[src/hw/rtl/averaged_current_monitor_macros.svh]
// assertion macros shared by the monitor rtl
`ifndef AVERAGED_CURRENT_MONITOR_MACROS_SVH
`define AVERAGED_CURRENT_MONITOR_MACROS_SVH

// antecedent implies consequent in the same cycle
`define ACM_ASSERT_IMPLIES(lbl, clk, rst, ante, cons) \
   lbl: assert property (@(posedge clk) disable iff (rst) (ante) |-> (cons)) \
      else $error("monitor check failed");

// condition never holds
`define ACM_ASSERT_NEVER(lbl, clk, rst, cond) \
   lbl: assert property (@(posedge clk) disable iff (rst) !(cond)) \
      else $error("monitor check failed");

`endif

[src/hw/rtl/acm_pkg.sv]
`default_nettype none

package acm_pkg;

   localparam int unsigned AdcWidth       = 12;
   localparam int unsigned MvWidth        = 12;
   localparam int unsigned SumWidth       = 16;
   localparam int unsigned CurrentWidth   = 16;
   localparam int unsigned ThresholdWidth = 16;

   // millivolt scaling, 3300/4095 reduced to 220/273
   localparam int unsigned MvFullScale   = 3300;
   localparam int unsigned AdcFullCode   = 4095;
   localparam int unsigned MvGcd         = 15;
   localparam int unsigned MvNum         = MvFullScale / MvGcd;
   localparam int unsigned MvDen         = AdcFullCode / MvGcd;
   localparam int unsigned ScaledWidth   = AdcWidth + 8;
   localparam int unsigned MvRecipShift  = 24;
   localparam int unsigned MvRecipWidth  = 16;
   localparam int unsigned MvRecip       = (1 << MvRecipShift) / MvDen;
   localparam int unsigned MvProdWidth   = ScaledWidth + MvRecipWidth;

   // group average divide
   localparam int unsigned DivRecipShift = 20;
   localparam int unsigned DivRecipWidth = DivRecipShift + 1;
   localparam int unsigned DivProdWidth  = SumWidth + DivRecipWidth;
   localparam int unsigned AvgMax        = 4095;

   // current conversion
   localparam int unsigned MaPerMvNum    = 10000;
   localparam int unsigned MaPerMvDen    = 125;
   localparam int unsigned MaPerMv       = MaPerMvNum / MaPerMvDen;
   localparam int unsigned CurFullWidth  = MvWidth + 7;
   localparam int unsigned CurrentMax    = 65535;
   localparam int unsigned DeadbandMa    = 500;

   // group sum queue
   localparam int unsigned QueueDepth    = 4;
   localparam int unsigned QueuePtrWidth = 2;

   // register port
   localparam int unsigned CsrAddrWidth      = 3;
   localparam int unsigned CsrDataWidth      = 32;
   localparam int unsigned CsrIndexWidth     = CsrAddrWidth - 2;
   localparam int unsigned CsrThresholdIndex = 0;
   localparam int unsigned ThresholdReset    = 3000;

   // stream widths
   localparam int unsigned ReqDataWidth = 16;
   localparam int unsigned RspDataWidth = 48;
   localparam int unsigned RspUsedWidth = CurrentWidth + 1 + MvWidth + MvWidth;

   typedef struct packed {
      logic                valid;
      logic [SumWidth-1:0] sum;
   } acm_sum_req_type;

endpackage

`default_nettype wire

[src/hw/rtl/averaged_current_monitor.sv]
`default_nettype none
`include "averaged_current_monitor_macros.svh"

// Averaged current monitor. Takes one 12-bit sensor sample per clock on the
// req stream, scales it to millivolts and sums groups of SAMPLES_PER_RESULT
// samples. Each finished group gives one response: the group average in mV,
// the zero reference in use (captured from the first group whose average is
// nonzero), the deviation current in mA (times 80, saturated at 65535, zero
// below 500) and an over-limit flag against the threshold register at byte
// address 0 (reset 3000). Samples are taken back to back at one per clock
// while req_tready is high; a group's sum passes the four-stage scaling pipe,
// the group-sum queue and the five-stage averaging pipe before rsp_tvalid
// rises. The four-entry queue of group sums lets sampling run on while the
// response side is held; when it fills, req_tready drops while the sample
// that closes the next group waits at the end of the scaling pipe. No
// clearing pass after reset.
module averaged_current_monitor #(
   parameter int unsigned SAMPLES_PER_RESULT = 10
) (
   input  wire logic                              clock,
   input  wire logic                              reset,
   // adc_sample [11:0]
   input  wire logic                              req_tvalid,
   output logic                                   req_tready,
   input  wire logic [acm_pkg::ReqDataWidth-1:0]  req_tdata,
   // current_ma [15:0], over_limit [16], average_mv [28:17], reference_mv [40:29]
   output logic                                   rsp_tvalid,
   input  wire logic                              rsp_tready,
   output logic [acm_pkg::RspDataWidth-1:0]       rsp_tdata,
   input  wire logic                              csr_psel,
   input  wire logic                              csr_penable,
   input  wire logic                              csr_pwrite,
   input  wire logic [acm_pkg::CsrAddrWidth-1:0]  csr_paddr,
   input  wire logic [acm_pkg::CsrDataWidth-1:0]  csr_pwdata,
   output logic [acm_pkg::CsrDataWidth-1:0]       csr_prdata,
   output logic                                   csr_pready
);

   logic [acm_pkg::ThresholdWidth-1:0] threshold_ff, threshold_in;
   logic [acm_pkg::CsrIndexWidth-1:0]  csr_index;
   logic                               csr_write;
   acm_pkg::acm_sum_req_type           queue_push;
   acm_pkg::acm_sum_req_type           queue_head;
   logic                               queue_full;
   logic                               queue_pop;
   logic [acm_pkg::CurrentWidth-1:0]   rsp_current;
   logic                               rsp_over;
   logic [acm_pkg::MvWidth-1:0]        rsp_avg, rsp_ref;

   // register port
   assign csr_pready = 1'b1;
   assign csr_index  = csr_paddr[acm_pkg::CsrAddrWidth-1:2];
   assign csr_write  = csr_psel && csr_penable && csr_pwrite && csr_pready;

   always_comb begin
      threshold_in = threshold_ff;
      if (csr_write && (csr_index == acm_pkg::CsrIndexWidth'(acm_pkg::CsrThresholdIndex))) begin
         threshold_in = csr_pwdata[acm_pkg::ThresholdWidth-1:0];
      end
      if (csr_index == acm_pkg::CsrIndexWidth'(acm_pkg::CsrThresholdIndex)) begin
         csr_prdata = acm_pkg::CsrDataWidth'(threshold_ff);
      end else begin
         csr_prdata = '0;
      end
   end

   always_ff @(posedge clock) begin
      if (reset) begin
         threshold_ff <= acm_pkg::ThresholdWidth'(acm_pkg::ThresholdReset);
      end else begin
         threshold_ff <= threshold_in;
      end
   end

   acm_front #(
      .SAMPLES_PER_RESULT(SAMPLES_PER_RESULT)
   ) u_front (
      .clock      (clock),
      .reset      (reset),
      .req_valid  (req_tvalid),
      .req_ready  (req_tready),
      .adc_sample (req_tdata[acm_pkg::AdcWidth-1:0]),
      .push       (queue_push),
      .queue_full (queue_full)
   );

   acm_queue u_queue (
      .clock (clock),
      .reset (reset),
      .push  (queue_push),
      .full  (queue_full),
      .head  (queue_head),
      .pop   (queue_pop)
   );

   acm_back #(
      .SAMPLES_PER_RESULT(SAMPLES_PER_RESULT)
   ) u_back (
      .clock        (clock),
      .reset        (reset),
      .head         (queue_head),
      .pop          (queue_pop),
      .threshold    (threshold_ff),
      .rsp_valid    (rsp_tvalid),
      .rsp_ready    (rsp_tready),
      .current_ma   (rsp_current),
      .over_limit   (rsp_over),
      .average_mv   (rsp_avg),
      .reference_mv (rsp_ref)
   );

   assign rsp_tdata = {
      (acm_pkg::RspDataWidth - acm_pkg::RspUsedWidth)'(0),
      rsp_ref, rsp_avg, rsp_over, rsp_current
   };

   // a zero reference means nothing captured yet, so the average was zero too
   `ACM_ASSERT_IMPLIES(a_ref_capture, clock, reset,
      rsp_tvalid && (rsp_ref == '0), rsp_avg == '0)
   // deadband leaves no small nonzero current
   `ACM_ASSERT_IMPLIES(a_deadband, clock, reset, rsp_tvalid && (rsp_current != '0),
      rsp_current >= acm_pkg::CurrentWidth'(acm_pkg::DeadbandMa))
   // flag agrees with the threshold in use
   `ACM_ASSERT_IMPLIES(a_over_limit, clock, reset, rsp_tvalid,
      rsp_over == (rsp_current >= threshold_ff))
   // front never hands a sum to a full queue
   `ACM_ASSERT_NEVER(a_queue_overrun, clock, reset, queue_push.valid && queue_full)

endmodule

`default_nettype wire

[src/hw/rtl/acm_front.sv]
`default_nettype none

module acm_front #(
   parameter int unsigned SAMPLES_PER_RESULT = 10
) (
   input  wire logic                            clock,
   input  wire logic                            reset,
   input  wire logic                            req_valid,
   output logic                                 req_ready,
   input  wire logic [acm_pkg::AdcWidth-1:0]    adc_sample,
   output acm_pkg::acm_sum_req_type             push,
   input  wire logic                            queue_full
);

   localparam int unsigned CountWidth =
      (SAMPLES_PER_RESULT > 1) ? $clog2(SAMPLES_PER_RESULT) : 1;
   localparam logic [CountWidth-1:0] LastCount = CountWidth'(SAMPLES_PER_RESULT - 1);

   logic                                s1_valid_ff, s2_valid_ff, s3_valid_ff, s4_valid_ff;
   logic [acm_pkg::ScaledWidth-1:0]     s1_scaled_ff, s1_scaled_in;
   logic [acm_pkg::ScaledWidth-1:0]     s2_scaled_ff;
   logic [acm_pkg::MvProdWidth-1:0]     s2_prod_ff, s2_prod_in;
   logic [acm_pkg::ScaledWidth-1:0]     s3_scaled_ff;
   logic [acm_pkg::MvWidth-1:0]         s3_quot_ff, s3_quot_in;
   logic [acm_pkg::ScaledWidth-1:0]     s3_qmul_ff, s3_qmul_in;
   logic [acm_pkg::MvWidth-1:0]         s4_mv_ff, s4_mv_in;
   logic [acm_pkg::ScaledWidth-1:0]     s4_rem;
   logic [acm_pkg::SumWidth-1:0]        sum_ff, sum_in, sum_next;
   logic [CountWidth-1:0]               count_ff, count_in;
   logic                                group_done;
   logic                                advance;
   logic                                accept;

   assign group_done = (count_ff == LastCount);
   assign advance    = !(s4_valid_ff && group_done && queue_full);
   assign accept     = req_valid && advance;
   assign req_ready  = advance;

   // scale to millivolts: floor(x*220/273) by reciprocal with one correction
   always_comb begin
      s1_scaled_in = acm_pkg::ScaledWidth'(adc_sample) * acm_pkg::ScaledWidth'(acm_pkg::MvNum);
      s2_prod_in   = acm_pkg::MvProdWidth'(s1_scaled_ff)
                     * acm_pkg::MvProdWidth'(acm_pkg::MvRecip);
      s3_quot_in   = s2_prod_ff[acm_pkg::MvRecipShift +: acm_pkg::MvWidth];
      s3_qmul_in   = acm_pkg::ScaledWidth'(s3_quot_in) * acm_pkg::ScaledWidth'(acm_pkg::MvDen);
      s4_rem       = s3_scaled_ff - s3_qmul_ff;
      s4_mv_in     = s3_quot_ff
                     + acm_pkg::MvWidth'(s4_rem >= acm_pkg::ScaledWidth'(acm_pkg::MvDen));
   end

   // accumulate group
   always_comb begin
      sum_next = sum_ff + acm_pkg::SumWidth'(s4_mv_ff);
      sum_in   = sum_ff;
      count_in = count_ff;
      if (s4_valid_ff && advance) begin
         if (group_done) begin
            sum_in   = '0;
            count_in = '0;
         end else begin
            sum_in   = sum_next;
            count_in = count_ff + CountWidth'(1);
         end
      end
   end

   assign push.valid = s4_valid_ff && group_done && advance;
   assign push.sum   = sum_next;

   always_ff @(posedge clock) begin
      if (reset) begin
         s1_valid_ff <= 1'b0;
         s2_valid_ff <= 1'b0;
         s3_valid_ff <= 1'b0;
         s4_valid_ff <= 1'b0;
         sum_ff      <= '0;
         count_ff    <= '0;
      end else begin
         if (advance) begin
            s1_valid_ff <= accept;
            s2_valid_ff <= s1_valid_ff;
            s3_valid_ff <= s2_valid_ff;
            s4_valid_ff <= s3_valid_ff;
         end
         sum_ff   <= sum_in;
         count_ff <= count_in;
      end
   end

   always_ff @(posedge clock) begin
      if (advance) begin
         s1_scaled_ff <= s1_scaled_in;
         s2_scaled_ff <= s1_scaled_ff;
         s2_prod_ff   <= s2_prod_in;
         s3_scaled_ff <= s2_scaled_ff;
         s3_quot_ff   <= s3_quot_in;
         s3_qmul_ff   <= s3_qmul_in;
         s4_mv_ff     <= s4_mv_in;
      end
   end

endmodule

`default_nettype wire

[src/hw/rtl/acm_queue.sv]
`default_nettype none

module acm_queue (
   input  wire logic                 clock,
   input  wire logic                 reset,
   input  wire acm_pkg::acm_sum_req_type push,
   output logic                      full,
   output acm_pkg::acm_sum_req_type  head,
   input  wire logic                 pop
);

   logic [acm_pkg::SumWidth-1:0]      slots_ff [acm_pkg::QueueDepth];
   logic [acm_pkg::QueuePtrWidth-1:0] wr_ptr_ff, wr_ptr_in;
   logic [acm_pkg::QueuePtrWidth-1:0] rd_ptr_ff, rd_ptr_in;
   logic [acm_pkg::QueuePtrWidth:0]   count_ff, count_in;
   logic                              do_push, do_pop;

   assign full       = (count_ff == (acm_pkg::QueuePtrWidth + 1)'(acm_pkg::QueueDepth));
   assign head.valid = (count_ff != '0);
   assign head.sum   = slots_ff[rd_ptr_ff];
   assign do_push    = push.valid && !full;
   assign do_pop     = pop && head.valid;

   always_comb begin
      wr_ptr_in = do_push ? wr_ptr_ff + acm_pkg::QueuePtrWidth'(1) : wr_ptr_ff;
      rd_ptr_in = do_pop ? rd_ptr_ff + acm_pkg::QueuePtrWidth'(1) : rd_ptr_ff;
      count_in  = count_ff;
      if (do_push && !do_pop) begin
         count_in = count_ff + (acm_pkg::QueuePtrWidth + 1)'(1);
      end else if (do_pop && !do_push) begin
         count_in = count_ff - (acm_pkg::QueuePtrWidth + 1)'(1);
      end
   end

   always_ff @(posedge clock) begin
      if (reset) begin
         wr_ptr_ff <= '0;
         rd_ptr_ff <= '0;
         count_ff  <= '0;
      end else begin
         wr_ptr_ff <= wr_ptr_in;
         rd_ptr_ff <= rd_ptr_in;
         count_ff  <= count_in;
      end
   end

   always_ff @(posedge clock) begin
      if (do_push) begin
         slots_ff[wr_ptr_ff] <= push.sum;
      end
   end

endmodule

`default_nettype wire

[src/hw/rtl/acm_back.sv]
`default_nettype none

module acm_back #(
   parameter int unsigned SAMPLES_PER_RESULT = 10
) (
   input  wire logic                               clock,
   input  wire logic                               reset,
   input  wire acm_pkg::acm_sum_req_type           head,
   output logic                                    pop,
   input  wire logic [acm_pkg::ThresholdWidth-1:0] threshold,
   output logic                                    rsp_valid,
   input  wire logic                               rsp_ready,
   output logic [acm_pkg::CurrentWidth-1:0]        current_ma,
   output logic                                    over_limit,
   output logic [acm_pkg::MvWidth-1:0]             average_mv,
   output logic [acm_pkg::MvWidth-1:0]             reference_mv
);

   localparam logic [acm_pkg::DivRecipWidth-1:0] DivRecip =
      acm_pkg::DivRecipWidth'((64'd1 << acm_pkg::DivRecipShift) / SAMPLES_PER_RESULT);
   localparam logic [acm_pkg::SumWidth-1:0] Divisor = acm_pkg::SumWidth'(SAMPLES_PER_RESULT);

   logic                                b1_valid_ff, b2_valid_ff, b3_valid_ff, b4_valid_ff;
   logic [acm_pkg::SumWidth-1:0]        b1_sum_ff;
   logic [acm_pkg::DivProdWidth-1:0]    b1_prod_ff, b1_prod_in;
   logic [acm_pkg::SumWidth-1:0]        b2_sum_ff;
   logic [acm_pkg::SumWidth-1:0]        b2_quot_ff, b2_quot_in;
   logic [acm_pkg::SumWidth-1:0]        b2_qmul_ff, b2_qmul_in;
   logic [acm_pkg::SumWidth-1:0]        b3_rem, b3_avg_full;
   logic [acm_pkg::MvWidth-1:0]         b3_avg_ff, b3_avg_in;
   logic [acm_pkg::MvWidth-1:0]         zero_ref_ff, zero_ref_in;
   logic [acm_pkg::MvWidth-1:0]         b4_avg_ff, b4_ref_ff;
   logic [acm_pkg::MvWidth-1:0]         b4_diff_ff, b4_diff_in;
   logic [acm_pkg::CurFullWidth-1:0]    cur_full;
   logic [acm_pkg::CurrentWidth-1:0]    cur_sat, cur_final;
   logic                                rsp_valid_ff;
   logic [acm_pkg::CurrentWidth-1:0]    rsp_current_ff;
   logic                                rsp_over_ff;
   logic [acm_pkg::MvWidth-1:0]         rsp_avg_ff, rsp_ref_ff;
   logic                                advance;

   assign advance = !rsp_valid_ff || rsp_ready;
   assign pop     = advance && head.valid;

   // average: reciprocal multiply, then one correction step
   always_comb begin
      b1_prod_in  = acm_pkg::DivProdWidth'(head.sum) * acm_pkg::DivProdWidth'(DivRecip);
      b2_quot_in  = b1_prod_ff[acm_pkg::DivRecipShift +: acm_pkg::SumWidth];
      b2_qmul_in  = b2_quot_in * Divisor;
      b3_rem      = b2_sum_ff - b2_qmul_ff;
      b3_avg_full = b2_quot_ff + acm_pkg::SumWidth'(b3_rem >= Divisor);
      if (b3_avg_full > acm_pkg::SumWidth'(acm_pkg::AvgMax)) begin
         b3_avg_in = acm_pkg::MvWidth'(acm_pkg::AvgMax);
      end else begin
         b3_avg_in = b3_avg_full[acm_pkg::MvWidth-1:0];
      end
   end

   // auto-zero capture and deviation
   always_comb begin
      zero_ref_in = zero_ref_ff;
      if (b3_valid_ff && advance && (zero_ref_ff == '0)) begin
         zero_ref_in = b3_avg_ff;
      end
      if (b3_avg_ff >= zero_ref_in) begin
         b4_diff_in = b3_avg_ff - zero_ref_in;
      end else begin
         b4_diff_in = zero_ref_in - b3_avg_ff;
      end
   end

   // current, saturation, deadband
   always_comb begin
      cur_full = acm_pkg::CurFullWidth'(b4_diff_ff) * acm_pkg::CurFullWidth'(acm_pkg::MaPerMv);
      if (cur_full > acm_pkg::CurFullWidth'(acm_pkg::CurrentMax)) begin
         cur_sat = acm_pkg::CurrentWidth'(acm_pkg::CurrentMax);
      end else begin
         cur_sat = cur_full[acm_pkg::CurrentWidth-1:0];
      end
      cur_final = (cur_sat < acm_pkg::CurrentWidth'(acm_pkg::DeadbandMa)) ? '0 : cur_sat;
   end

   always_ff @(posedge clock) begin
      if (reset) begin
         b1_valid_ff  <= 1'b0;
         b2_valid_ff  <= 1'b0;
         b3_valid_ff  <= 1'b0;
         b4_valid_ff  <= 1'b0;
         rsp_valid_ff <= 1'b0;
         zero_ref_ff  <= '0;
      end else begin
         if (advance) begin
            b1_valid_ff  <= head.valid;
            b2_valid_ff  <= b1_valid_ff;
            b3_valid_ff  <= b2_valid_ff;
            b4_valid_ff  <= b3_valid_ff;
            rsp_valid_ff <= b4_valid_ff;
         end
         zero_ref_ff <= zero_ref_in;
      end
   end

   always_ff @(posedge clock) begin
      if (advance) begin
         b1_sum_ff      <= head.sum;
         b1_prod_ff     <= b1_prod_in;
         b2_sum_ff      <= b1_sum_ff;
         b2_quot_ff     <= b2_quot_in;
         b2_qmul_ff     <= b2_qmul_in;
         b3_avg_ff      <= b3_avg_in;
         b4_avg_ff      <= b3_avg_ff;
         b4_ref_ff      <= zero_ref_in;
         b4_diff_ff     <= b4_diff_in;
         rsp_current_ff <= cur_final;
         rsp_over_ff    <= (cur_final >= threshold);
         rsp_avg_ff     <= b4_avg_ff;
         rsp_ref_ff     <= b4_ref_ff;
      end
   end

   assign rsp_valid    = rsp_valid_ff;
   assign current_ma   = rsp_current_ff;
   assign over_limit   = rsp_over_ff;
   assign average_mv   = rsp_avg_ff;
   assign reference_mv = rsp_ref_ff;

endmodule

`default_nettype wire

[config.mk]
export PLATFORM = sky130hd
export DESIGN_NAME = averaged_current_monitor
export DESIGN_NICKNAME = d
export VERILOG_FILES = /design/src/hw/rtl/acm_pkg.sv /design/src/hw/rtl/averaged_current_monitor.sv /design/src/hw/rtl/acm_front.sv /design/src/hw/rtl/acm_queue.sv /design/src/hw/rtl/acm_back.sv
export VERILOG_INCLUDE_DIRS = /design/src /design/src/hw/rtl
export SDC_FILE = /design/constraint.sdc
export NUM_CORES = 1
export LEC_CHECK = 0
export ABC_CLOCK_PERIOD_IN_PS = 8700
export BUFFER_PORTS_ARGS = -buffer_cell sky130_fd_sc_hd__clkbuf_2
export CORE_MARGIN = 2
export CORE_UTILIZATION = 30
export DETAILED_ROUTE_END_ITERATION = 8
export GPL_TIMING_DRIVEN = 0
export PLACE_DENSITY = 0.44
export SETUP_SLACK_MARGIN = 0.02
export SYNTH_ARGS = -nofsm -noshare
export SYNTH_HDL_FRONTEND = slang
export SYNTH_SLANG_ARGS = --single-unit
[constraint.sdc]
create_clock -name clock -period 8.7 [get_ports clock]
set_clock_uncertainty 0.05 [all_clocks]
set_input_delay 0 -clock clock [delete_from_list [all_inputs] [get_ports clock]]
set_output_delay 0 -clock clock [all_outputs]
set_load 0.01 [all_outputs]
== Word-level counts from Yosys, hierarchy flattened ==
Memories as Yosys holds them, arrays and structs flattened. A register that Yosys moved wholly into a read port is not among the register bits.
Index checks and enable logic that the tools add are counted.

* $add $sub $neg: 12
* Multiply operators: 6
* Div/mod/pow operators: 0
* $lt $le $gt $ge: 7
* Equal/unequal tests: 2
* Shifts and indexed selects: 0
* Multiplexer cells: 13
* Bitwise gates (word level): 1
* Reduce and logical (&&, ||, !) cells: 24

{| class="wikitable"
|+ Operators by type and width
! kind !! count
|-
| $mux W16 || 4
|-
| $mul A18 B16 Y34 const B || 1
|-
| $mul A16 B17 Y33 const B || 1
|-
| $mux W12 || 2
|-
| $sub A12 B12 Y12 || 2
|-
| $ge A20 B9 Y1 const B || 1
|-
| $mul A12 B9 Y20 const B || 1
|-
| $sub A20 B20 Y20 || 1
|-
| $gt A19 B16 Y1 const B || 1
|-
| $mul A12 B6 Y18 const B || 1
|-
| $add A16 B12 Y16 || 1
|-
| $ge A16 B16 Y1 || 1
|-
| $ge A16 B4 Y1 const B || 1
|-
| $gt A16 B12 Y1 const B || 1
|-
| $lt A16 B9 Y1 const B || 1
|-
| $sub A16 B16 Y16 || 1
|-
| $logic_and A1 B1 Y1 || 15
|-
| $mul A12 B3 Y15 const B || 1
|-
| $mul A13 B3 Y15 const B || 1
|-
| $add A13 B1 Y14 || 1
|-
| $add A12 B1 Y12 || 1
|-
| $ge A12 B12 Y1 || 1
|-
| $logic_not A12 Y1 || 1
|-
| $mux W3 || 2
|-
| other kinds (14) || 21
|}

* Register bits: 378
* Latch bits: 0
* RAM bits: 64
* Bits in read-only memories: 0
* Input bits: 58
* Output and inout bits: 83
* Logic and storage cells: 102
* Memories kept: 1

{| class="wikitable"
|+ Memories
! name !! words !! bits a word !! rd ports !! clocked after memory_dff !! write ports !! RTL line !! source
|-
| u_queue.slots_ff || 4 || 16 || 1 || 1 || 1 || acm_queue.sv:12 || <nowiki>logic [acm_pkg::SumWidth-1:0] slots_ff [acm_pkg::QueueDepth];</nowiki>
|}

== Longest topological paths before layout ==
* Depth after elaboration: 10
* Depth in mapped cells: 23
* Depth with buffers taken out: 22

== Modules after synthesis ==
From an unflattened synthesis, not the netlist that was laid out.

* Cell total of the unflattened synthesis: 2397
* Area, all modules: 28119.5 µm²

{| class="wikitable"
|+ Modules (own cells, without submodules)
! module !! times used !! cells an instance !! area an instance (µm²) !! seq. area each (µm²)
|-
| acm_back || 1 || 1052 || 12359.4 || 4994.8
|-
| acm_front || 1 || 1099 || 11952.7 || 3663.5
|-
| acm_queue || 1 || 132 || 2795.2 || 2102.0
|-
| averaged_current_monitor || 1 || 114 || 1012.2 || 320.3
|}

== Worst setup path after synthesis ==
No wires, ideal clock.

* Path kind: reg-to-reg
* Start point: register (tool-made name)
* End point: register u_back.b1_prod_ff[32] (netlist bit) (data pin)
* Library setup time: 260 ps
* Arrival: 6694 ps
* Data required time: 8390 ps
* Setup slack: 1696 ps
* Stages on the path, launching flop included: 23
* Path buffers: 2
* Clock period less this slack: 7004 ps
* Path through: dfxtp_1 -> buf_4 -> buf_1 -> mux4_2 -> ha_1 -> inv_1 -> fa_1 -> inv_1 -> fa_1 -> inv_1 -> fa_1 -> fa_1 -> fa_1 -> ha_1 -> a211o_1 -> a2111oi_0 -> o31ai_1 -> o2111ai_1 -> a21boi_2 -> o31ai_4 -> o2111ai_1 -> a21oi_1 -> xnor2_1

{| class="wikitable"
|+ RTL lines
! item !! RTL line !! source
|-
| end signal: assignment || acm_back.sv:106 || <nowiki>b1_prod_ff <= b1_prod_in;</nowiki>
|-
| end: declaration || acm_back.sv:25 || <nowiki>logic [acm_pkg::DivProdWidth-1:0] b1_prod_ff, b1_prod_in;</nowiki>
|}

==> impl_metrics.toml <==
[clock_tree]
ctsHtreeMaxLevel = 2
clock-sinks = 391
cts_buffer_depth = 3
clk_pin_slew_ns = 0.06
post_cts_buffers = 0
cts_hold_buf = 33
cts_tree = "done"
cts_buffers = 46
cts_resized = 0
clk_latency_ns = 0.61
cts_root_buf = "clkbuf_16"

[timing]
hold_viol = 0
rsz0062_at_grt = "no"
setup_tns_ns = 0
slew_headroom_pct = 39.0
fin_crit_sh_pct = 91.5
finalCriticalPeriod_ns = 7.96
clock.fmax_mhz = 126
setup_viol_count_final = 0
drv_slew = 0
tightestPinTransition_ns = 0.915

[placement]
portBuffers = 93
placed_cells = 3664
hpwl_mm = 48.5
gp_congestion = 0.805

[global_routing]
antenna_found_initial = 2
grt_pass1_wl_mm = 96.4
grt_remaining_overflow = 0
grt_max_degree = 88
track_usage_pct = 12.7
grt_pass1_vias = 18400

[layout]
area_delta_synth_final_pct = 14.7
antennaDiodeCount = 0
fillers = 9045
drive_above_1_share_pct = 9.78
nets = 3223
instances_no_fill = 3783

[logic_synthesis]
yosys_register_bits = 391
synth_cell_types = 76
async_flop_share_pct = 0
netlist_area_mm2 = 0.0277
syn_inst = 2354
ys_seq_area_share_pct = 40.0
synth.avg_cell_area_um2 = 11.8
synth-edff-count = 325
ys_warn_count = 0
synth_ff_type = "edfxtp_1"

[setup_path]
cpMostUsedCell = "fa_1"
cp_num_buf_inv = 5
critPathKind = "flop to flop"
end_kind = "flop"
crit_required_ns = 8.99
crit_family = "adder cells"
cp_cell_sequence = "buf_4 -> buf_1 -> mux4_2 -> ha_1 -> inv_1 -> fa_1 -> inv_1 -> fa_1 -> inv_1 -> fa_1 -> fa_1 -> fa_1 -> ha_1 -> a211o_1 -> a2111oi_0 -> o31ai_1 -> o2111ai_1 -> a21boi_2 -> o31ai_4 -> o2111ai_1 -> a21oi_1 -> xnor2_1"
crit_path_top_delay_cell = "mux4_2"
startpoint_type = "flop"
worst_ep_arrival_time_ns = 8.25
cpPeakStageDelay_ns = 0.70
crit_fanout = 10

[min_path]
hold_path.class = "input pin to flop"
hold_start = "csr_pwrite"

[route]
vias = 17300
firstDrtPassIters = 4
routed_wl_mm = 59.4
drc = 0
antenna_left = 0
drt_iter0_markers = 690
detail_route.wl_per_cell_um = 15.7
vias_per_cell = 4.58

[floorplanning]
die_h_um = 308
core_area_mm2 = 0.0915
fp.dieArea_mm2 = 0.0948
initial_utilization_pct = 30.3
ios = 141
fp-row-count = 111
fp.dieW_um = 308

[outcome]
status = "finished, final reports clean"

[flow_run]
max-cap-violations = 0
-- cells by family (layout without fill, tap and decap cells) --
| family | after synthesis | after routing | synth area share (%) |
|---|---|---|---|
| AO/OA/AOI/OAI | 355 | 355 | 8.53 |
| AND/OR/NAND/NOR | 411 | 411 | 7.31 |
| XOR/XNOR | 134 | 134 | 4.24 |
| adder cells (fa/ha/maj) | 606 | 606 | 31.8 |
| flip-flops | 391 | 391 | 40.0 |
| multiplexers | 33 | 33 | 1.92 |
| other | 2 | 24 | 0.0271 |
| buffers and inverters | 422 | 643 | 6.13 |
-- routing by layer --
metal	vias to the layer above	GRT usage, %	wire length (um)
met2	178	22.5	29500
met3	82	1.60	1490
met1	8461	16.4	27100
li1	8607	-	-
met4	2	3.32	1360
met5	-	0	7
-- cell usage after synthesis (all sizes together), types with 11 or more instances --
library cell | count | area share [%]
nor2 | 120 | 1.6
a211o | 12 | 0.38
fa | 164 | 12
nor3 | 31 | 0.56
nor2b | 20 | 0.45
nand3 | 30 | 0.54
nand2 | 97 | 1.3
a21oi | 125 | 2.3
mux2i | 15 | 0.54
a211oi | 11 | 0.32
xor2 | 45 | 1.4
edfxtp | 325 | 35
or2 | 15 | 0.34
o21ai | 42 | 0.79
o21bai | 17 | 0.46
ha | 442 | 20
or3 | 14 | 0.32
nand4 | 12 | 0.27
inv | 362 | 4.9
and3 | 21 | 0.47
buf | 34 | 0.87
a21o | 39 | 1.1
o21a | 23 | 0.62
a22oi | 12 | 0.33
xnor2 | 89 | 2.8
o2111ai | 13 | 0.46
mux4 | 16 | 1.3
dfxtp | 66 | 4.8
clkbuf | 26 | 0.35
-- final cells by class --
cell class / count / area [um^2] / area share (%)
clock buffers: 60 / 1240 / 3.92
clock inverters: 26 / 294 / 0.926
repair buffers: 135 / 956 / 3.01
well taps: 1186 / 1480 / 4.67
inverters: 362 / 1360 / 4.29
plain buffers: 60 / 339 / 1.07
multi-input cells: 1563 / 15000 / 47.2
flip-flops and latches: 391 / 11100 / 34.9
-- final timing paths --
| path | to | cells after the start | slack, ns |
|---|---|---|---|
| setup / recovery | u_back.b1_prod_ff[32]$_DFFE_PN_ | 22 | 0.74 |
| hold / removal | threshold_ff[14]$_SDFFE_PP0P_ | 4 | 0.03 |
| setup reg to reg | u_back.b1_prod_ff[32]$_DFFE_PN_ | 22 | 0.74 |
| hold reg to reg | u_front.s3_scaled_ff[5]$_DFFE_PN_ | 0 | 0.37 |
-- registers in the layout, summed over array words and instances (netlist names), 13 cells and up, named ones only --
register              cells
u_queue.slots_ff         64
u_back.b1_sum_ff         15
u_front.sum_ff           16
u_back.b2_sum_ff         15
threshold_ff             16
u_back.current_ma        13
u_front.s2_scaled_ff     18
u_back.b2_qmul_ff        15
u_front.s3_scaled_ff     18
u_back.b1_prod_ff        13
u_front.s1_scaled_ff     18
u_front.s3_qmul_ff       20
-- tightest hold or removal path, cell delays in order --
cell	delay, ns
clkbuf_2	0.09
nand4b_1	0.29
nand2_1	0.10
a21oi_1	0.13
-- through the flow --
stage	util [%]	setup slack [ns]	hold slack (ns)	area, um^2
6_report	34.7	0.743	0.0334	31800
5_1_grt	34.7	0.247	0.0486	31800
4_1_cts	34.7	0.585	0.00417	31800
3_5_place_dp	32.7	0.619	0.175	29900
3_3_place_gp	32.5	-0.927	0.161	29700
2_1_floorplan	-	1.70	0.0489	27800
-- placed cells by master, fill, tap and decap left out, types with 20 or more instances in the layout --
cell type | synthesis | layout
a21o_1 | 35 | 35
a21oi_1 | 125 | 125
and3_1 | 21 | 21
buf_4 | 30 | 30
clkbuf_1 | 26 | 36
clkbuf_16 | 0 | 46
clkbuf_2 | 0 | 93
conb_1 | 2 | 24
dfxtp_1 | 66 | 66
dlygate4sd3_1 | 0 | 33
edfxtp_1 | 325 | 325
fa_1 | 164 | 164
ha_1 | 442 | 442
inv_1 | 361 | 360
nand2_1 | 97 | 97
nand3_1 | 30 | 30
nor2_1 | 120 | 120
nor2b_1 | 20 | 20
nor3_1 | 31 | 31
o21a_1 | 23 | 23
o21ai_0 | 38 | 38
xnor2_1 | 89 | 89
xor2_1 | 45 | 45
Power is not shown: default switching activity piles up to over one toggle a cycle in this logic, so the estimate is an artifact.
